`config.mk`:
```
export PLATFORM = sky130hd
export DESIGN_NAME = argb_over_bgr555_blend
export DESIGN_NICKNAME = d
export VERILOG_FILES = /design/src/rtl/core/abob_pkg.sv /design/src/rtl/core/abob_decode.sv /design/src/rtl/core/abob_mul.sv /design/src/rtl/core/abob_sat.sv /design/src/rtl/core/argb_over_bgr555_blend.sv
export SDC_FILE = /design/constraint.sdc
export NUM_CORES = 1
export LEC_CHECK = 0
export BUFFER_PORTS_ARGS = -buffer_cell sky130_fd_sc_hd__buf_4
export CORE_ASPECT_RATIO = 1.5
export CORE_MARGIN = 1
export CORE_UTILIZATION = 45
export DETAILED_ROUTE_END_ITERATION = 7
export PLACE_DENSITY = 0.74
export SLEW_MARGIN = 15
export SYNTH_ARGS = -nofsm -noshare
export SYNTH_HDL_FRONTEND = slang
export SYNTH_HIERARCHICAL = 1
export SYNTH_SLANG_ARGS = --single-unit
```
`constraint.sdc`:
```
create_clock -name aclk -period 8.08 [get_ports aclk]
set_input_delay 1.616 -clock aclk [delete_from_list [all_inputs] [get_ports aclk]]
set_output_delay 1.616 -clock aclk [all_outputs]
set_load 0.03 [all_outputs]
```
`src/rtl/core/abob_pkg.sv`:
```
// Shared constants, codes and stage payload types of the ARGB-over-BGR555 blender.
`default_nettype none

package abob_pkg;

    // Alpha codes that take the bypass path.
    localparam logic [7:0] ALPHA_CLEAR  = 8'h00;
    localparam logic [7:0] ALPHA_OPAQUE = 8'hff;
    // Full weight: the destination weight is ALPHA_ONE minus alpha.
    localparam logic [8:0] ALPHA_ONE    = 9'h100;

    // Saturated 5-bit channel value.
    localparam logic [4:0] CHAN_MAX = 5'h1f;

    // Channel slots, ordered so that a packed channel vector is BGR555.
    localparam int CH_R = 0;
    localparam int CH_G = 1;
    localparam int CH_B = 2;

    // Per-pixel mode codes.
    localparam logic [1:0] MODE_BLEND = 2'd0;
    localparam logic [1:0] MODE_COPY  = 2'd1;
    localparam logic [1:0] MODE_KEEP  = 2'd2;

    typedef logic [2:0][4:0] chan5_t;

    // Payload of the decode stage.
    typedef struct packed {
        logic [1:0]  mode;
        logic [7:0]  alpha;
        logic [8:0]  dst_weight;
        chan5_t      src5;
        chan5_t      dst5;
        logic [14:0] bypass_pixel;
    } dec_t;

    // Payload of the multiply stage.
    typedef struct packed {
        logic [1:0]        mode;
        logic [2:0][13:0]  prod_dst;
        logic [2:0][12:0]  prod_src;
        logic [14:0]       bypass_pixel;
    } mul_t;

endpackage : abob_pkg

`default_nettype wire

```
`src/rtl/core/abob_decode.sv`:
```
// First pipeline stage: splits the pixels into channels and classifies the alpha.
`default_nettype none

module abob_decode
    import abob_pkg::*;
(
    input  wire logic        aclk,
    input  wire logic        aresetn,
    input  wire logic        in_valid,
    output logic             in_ready,
    input  wire logic [31:0] src_pixel,
    input  wire logic [15:0] dst_pixel,
    output logic             out_valid,
    input  wire logic        out_ready,
    output dec_t             out_data
);

    logic valid_reg, valid_next;
    dec_t data_reg, data_next;

    assign in_ready = !valid_reg || out_ready;
    assign valid_next = in_ready ? in_valid : valid_reg;

    always_comb begin
        data_next.alpha        = src_pixel[31:24];
        data_next.dst_weight   = ALPHA_ONE - {1'b0, src_pixel[31:24]};
        data_next.src5[CH_R]   = src_pixel[23:19];
        data_next.src5[CH_G]   = src_pixel[15:11];
        data_next.src5[CH_B]   = src_pixel[7:3];
        data_next.dst5[CH_R]   = dst_pixel[4:0];
        data_next.dst5[CH_G]   = dst_pixel[9:5];
        data_next.dst5[CH_B]   = dst_pixel[14:10];
        if (src_pixel[31:24] == ALPHA_OPAQUE) begin
            data_next.mode         = MODE_COPY;
            data_next.bypass_pixel = data_next.src5;
        end else if (src_pixel[31:24] == ALPHA_CLEAR) begin
            data_next.mode         = MODE_KEEP;
            data_next.bypass_pixel = dst_pixel[14:0];
        end else begin
            data_next.mode         = MODE_BLEND;
            data_next.bypass_pixel = dst_pixel[14:0];
        end
    end

    always_ff @(posedge aclk) begin
        if (!aresetn) begin
            valid_reg <= 1'b0;
        end else begin
            valid_reg <= valid_next;
        end
    end

    always_ff @(posedge aclk) begin
        if (in_valid && in_ready) begin
            data_reg <= data_next;
        end
    end

    assign out_valid = valid_reg;
    assign out_data  = data_reg;

endmodule : abob_decode

`default_nettype wire

```
`src/rtl/core/abob_mul.sv`:
```
// Second pipeline stage: weights source by alpha and destination by dst_weight.
`default_nettype none

module abob_mul
    import abob_pkg::*;
(
    input  wire logic aclk,
    input  wire logic aresetn,
    input  wire logic in_valid,
    output logic      in_ready,
    input  dec_t      in_data,
    output logic      out_valid,
    input  wire logic out_ready,
    output mul_t      out_data
);

    logic valid_reg, valid_next;
    mul_t data_reg, data_next;

    assign in_ready = !valid_reg || out_ready;
    assign valid_next = in_ready ? in_valid : valid_reg;

    always_comb begin
        data_next.mode         = in_data.mode;
        data_next.bypass_pixel = in_data.bypass_pixel;
        for (int c = 0; c < 3; c++) begin
            data_next.prod_dst[c] = 14'(in_data.dst_weight) * 14'(in_data.dst5[c]);
            data_next.prod_src[c] = 13'(in_data.alpha) * 13'(in_data.src5[c]);
        end
    end

    always_ff @(posedge aclk) begin
        if (!aresetn) begin
            valid_reg <= 1'b0;
        end else begin
            valid_reg <= valid_next;
        end
    end

    always_ff @(posedge aclk) begin
        if (in_valid && in_ready) begin
            data_reg <= data_next;
        end
    end

    assign out_valid = valid_reg;
    assign out_data  = data_reg;

endmodule : abob_mul

`default_nettype wire

```
`src/rtl/core/abob_sat.sv`:
```
// Third pipeline stage: sums, scales and saturates the channels into the output register.
`default_nettype none

module abob_sat
    import abob_pkg::*;
(
    input  wire logic   aclk,
    input  wire logic   aresetn,
    input  wire logic   in_valid,
    output logic        in_ready,
    input  mul_t        in_data,
    output logic        out_valid,
    input  wire logic   out_ready,
    output logic [14:0] out_pixel,
    output logic        write_flag
);

    logic        valid_reg, valid_next;
    logic [14:0] pixel_reg, pixel_next;
    logic        flag_reg, flag_next;
    chan5_t      blend;
    logic [9:0]  sum_r;
    logic [9:0]  sum_b;
    logic [14:0] sum_g;

    assign in_ready = !valid_reg || out_ready;
    assign valid_next = in_ready ? in_valid : valid_reg;

    always_comb begin
        // Red and blue drop the five lowest product bits and keep three fractional bits.
        sum_r = {1'b0, in_data.prod_dst[CH_R][13:5]} + {2'b00, in_data.prod_src[CH_R][12:5]};
        sum_b = {1'b0, in_data.prod_dst[CH_B][13:5]} + {2'b00, in_data.prod_src[CH_B][12:5]};
        // Green is summed at full precision; bit 13 and above means overflow.
        sum_g = {1'b0, in_data.prod_dst[CH_G]} + {2'b00, in_data.prod_src[CH_G]};

        blend[CH_R] = (sum_r[9:8] != 2'b00) ? CHAN_MAX : sum_r[7:3];
        blend[CH_B] = (sum_b[9:8] != 2'b00) ? CHAN_MAX : sum_b[7:3];
        blend[CH_G] = (sum_g[14:13] != 2'b00) ? CHAN_MAX : sum_g[12:8];

        pixel_next = (in_data.mode == MODE_BLEND) ? blend : in_data.bypass_pixel;
        flag_next  = (in_data.mode != MODE_KEEP);
    end

    always_ff @(posedge aclk) begin
        if (!aresetn) begin
            valid_reg <= 1'b0;
        end else begin
            valid_reg <= valid_next;
        end
    end

    always_ff @(posedge aclk) begin
        if (in_valid && in_ready) begin
            pixel_reg <= pixel_next;
            flag_reg  <= flag_next;
        end
    end

    assign out_valid  = valid_reg;
    assign out_pixel  = pixel_reg;
    assign write_flag = flag_reg;

endmodule : abob_sat

`default_nettype wire

```
`src/rtl/core/argb_over_bgr555_blend.sv`:
```
// Top level of the ARGB8888-over-BGR555 alpha blender: three-stage pipeline.
//
// The input channel (s_valid, s_ready) carries one transaction per pixel: an
// ARGB8888 source pixel and the BGR555 destination pixel under it. The result
// channel (m_valid, m_ready) returns one transaction per input, in order, with
// the blended BGR555 pixel and a write flag that is low for a fully
// transparent source, where the destination comes back unchanged.
// Decode, multiply, and sum/saturate each end in a register, so an input
// passes through the decode, multiply and output registers in turn before
// m_valid rises with its result.
// Throughput is one pixel per clock as long as m_ready stays high; it is set
// by the six multipliers of the multiply stage working in parallel, with
// every stage taking a new pixel each cycle unless the receiver stalls.
// Each stage holds its own valid bit and is ready whenever it is empty or its
// successor takes its content. When the receiver stalls, the output register
// holds its transaction and the earlier stages keep filling until every stage
// is occupied; only then does s_ready drop. Nothing is lost or repeated.
// Synchronous active-low reset clears all valid bits, so the pipeline comes up
// empty with m_valid low; payload registers are not reset.
`default_nettype none

module argb_over_bgr555_blend
    import abob_pkg::*;
(
    input  wire logic        aclk,
    input  wire logic        aresetn,
    input  wire logic        s_valid,
    output logic             s_ready,
    input  wire logic [31:0] s_src_pixel,
    input  wire logic [15:0] s_dst_pixel,
    output logic             m_valid,
    input  wire logic        m_ready,
    output logic [14:0]      m_out_pixel,
    output logic             m_write_flag
);

    // Stage-to-stage handshake and payload.
    logic dec_valid, dec_ready;
    dec_t dec_data;
    logic mul_valid, mul_ready;
    mul_t mul_data;

    // Decode splits channels, forms the destination weight and picks a mode.
    abob_decode u_decode (
        .aclk      (aclk),
        .aresetn   (aresetn),
        .in_valid  (s_valid),
        .in_ready  (s_ready),
        .src_pixel (s_src_pixel),
        .dst_pixel (s_dst_pixel),
        .out_valid (dec_valid),
        .out_ready (dec_ready),
        .out_data  (dec_data)
    );

    // Multiply weights all six channel values at once.
    abob_mul u_mul (
        .aclk      (aclk),
        .aresetn   (aresetn),
        .in_valid  (dec_valid),
        .in_ready  (dec_ready),
        .in_data   (dec_data),
        .out_valid (mul_valid),
        .out_ready (mul_ready),
        .out_data  (mul_data)
    );

    // The last stage is also the output register of the result channel.
    abob_sat u_sat (
        .aclk       (aclk),
        .aresetn    (aresetn),
        .in_valid   (mul_valid),
        .in_ready   (mul_ready),
        .in_data    (mul_data),
        .out_valid  (m_valid),
        .out_ready  (m_ready),
        .out_pixel  (m_out_pixel),
        .write_flag (m_write_flag)
    );

endmodule : argb_over_bgr555_blend

`default_nettype wire

```
==> results.md <==
- WHS Endpoint: u_mul/out_data[10]
- Pre-Repair DR Iteration Count: 4
- Final HPWL DP: 21900 µm
- Fillers: 2713
- Worst min-delay path class: reg -> reg
- Net load switching power: 1.17 mW
- Most frequent cells in the layout: and2_1, ha_1, edfxtp_1
- CTS tree: built
- Synth Net Count: 1566
- Slew headroom: 21.2%
- Maximum clock path buffer count: 2
- Die area: 0.0315 mm²
- Yosys warnings: 6
- Tmin final: 4750 ps
- CTS-repair resized insts: 0
- Pleak: 6.84 nW
- Final core utilization: 50.6%
- Peak VDD IR: 0.166 mV
- FF-to-FF Start: u_decode/out_data[54]
- CTS Hold Bufs: 0
- Seq pwr share: 34.8%
- Worst Tran Pin Value: 1180 ps
- Total power: 3.29 mW
- DR WL/cell: 16.7 µm
- RSZ-0062 raised after global routing: false
- Critical Path Source Type: flop
- Vias in the first global route: 9522
- First-pass GRT wire length: 46200 µm
- Starting Density: 45.8%
- Largest net degree at the start of global routing: 79
- Worst path required time: 8250 ps
- Hold Path Origin: u_decode/out_data[10]
- Share of post-route cells with drive strength above 1: 10.3%
- DRT Wirelength: 28500 µm
- Placeable Area: 0.0303 mm²
- # Post-CTS Setup Buffers: 0
- Area taken by multi-input logic gates: 0.00841 mm²
- Crit share post-route: 58.8%
- # rows: 78
- Critical path type: reg -> reg
- Final setup fails: 0
- Global-route usage over all layers: 18.9%
- Most common cell after layout, fill and taps aside: and2_1
- Flop-to-flop setup slack: 3330 ps
- Worst-case reg-to-reg path depth: 11
- Remaining Overflow, GRT: 0
- Sw frac: 35.5%
- Clock power share: 24.6%
- Reg2reg end: u_mul/out_data[64]
- Initial antenna violation count: 0
- Clk root buf: clkbuf_16
- Setup crit end kind: flop
- Crit path DAT: 4920 ps
- Worst-skew pair later-pin latency: 420 ps
- Final Hold Vio Count: 0
- Max cap viols: 0
- Post-Route Setup TNS: 0 ps
- Initial DRC Count: 473
- Syn Inst Count: 1240
- Post-Syn Area: 0.0139 mm²
- Clock-pin transition on the worst setup and hold timing paths: 70 ps
- Clock sinks: 160
- Setup Skew: 6.79 ps
- Synth Area per Inst: 11.2 µm²
- CTS H-Tree Depth: 4
- Pint: 2.12 mW
- Combinational Power Share: 40.6%
- Nets: 1620
- Status: completed
- Layout area overhead: 10.4%
- Buffers on Ports: 59
- Antenna viol nets, final: 0
- Vias per cell: 5.35
- Critical-path maximum fanout: 26
- ANT cells: 0
- Die height: 217 µm
- Final Max Tran Viols: 0
- I/O pins: 70
- Register area: 0.00477 mm²
- Peak Freq: 210 MHz
- Die X: 145 µm
- Pwr dens: 215 mW/mm²
- Placer Congestion: 0.847
- WHS Path Cells: 0
- Num CTS Buffers: 17
- Residual DRC count: 0
- DR vias: 9128
-- flip-flops by register name (all words and copies together), names as in the netlist --
name	count
u_decode/out_data	63
u_sat/write_flag	1
u_sat/out_valid	1
u_sat/out_pixel	15
u_mul/out_data	78
u_mul/out_valid	1
u_decode/out_valid	1
-- worst max-delay path, cell delays in order (launching register included) --
cell       delay [ps]
edfxtp_1         1000
nand2_1           180
fa_1              560
fa_1              530
fa_1              540
inv_1              40
ha_1              330
a211oi_1          360
o21bai_1          150
a2111oi_0         510
nor3_1            140
xor2_1            170
-- power groups by stage --
stage               clock [mW]  combinational (mW)  sequential, mW
finish                   0.810                1.34            1.14
global route             0.853                1.51            1.15
CTS                      0.819                1.34            1.15
detailed placement           0                1.33            1.16
global placement             0                1.28            1.16
floorplan                    0                1.06            1.11
-- per-layer routing --
metal  up-vias  GRT usage [%]  share of wire (%)
met2       204           36.1                 55
met4         0           8.77                3.6
met5         -              0                  0
li1       4323              -                  -
met1      4551           20.5                 37
met3        50           2.47                4.2
-- how the worst max path moves through the flow --
stage / start / to / slack (ps) / cells after the start
6_report: u_decode/out_data[54] / u_mul/out_data[64] / 3330 / 11
5_1_grt: u_decode/out_data[54] / u_mul/out_data[92] / 3080 / 11
4_1_cts: u_decode/out_data[54] / u_mul/out_data[92] / 3350 / 11
3_5_place_dp: u_decode/out_data[54] / u_mul/out_data[92] / 3360 / 11
3_3_place_gp: u_decode/out_data[54] / u_mul/out_data[64] / 3550 / 11
2_1_floorplan: m_ready / u_decode/out_data[0] / 3940 / 4
-- per-stage QoR --
step | area, µm² | instances | hold WS [ps] | setup WS (ps)
6_report | 15300 | 1707 | 420 | 3330
5_1_grt | 15300 | 1707 | 429 | 3080
4_1_cts | 15300 | 1707 | 421 | 3350
3_5_place_dp | 14700 | 1675 | 406 | 3360
3_3_place_gp | 14700 | 1675 | 401 | 3550
2_1_floorplan | 13900 | 1240 | 400 | 3940
-- area by class of cell --
type,instances,share of cell area (%)
Timing Repair Buffer,60,2.94
Tap cell,400,3.27
Inverter,152,3.73
Multi-Input combinational cell,903,54.9
Clock buffer,17,2.78
Sequential cell,160,31.2
Clock inverter,15,1.15
No activity file was read; power rests on OpenSTA's default activity.
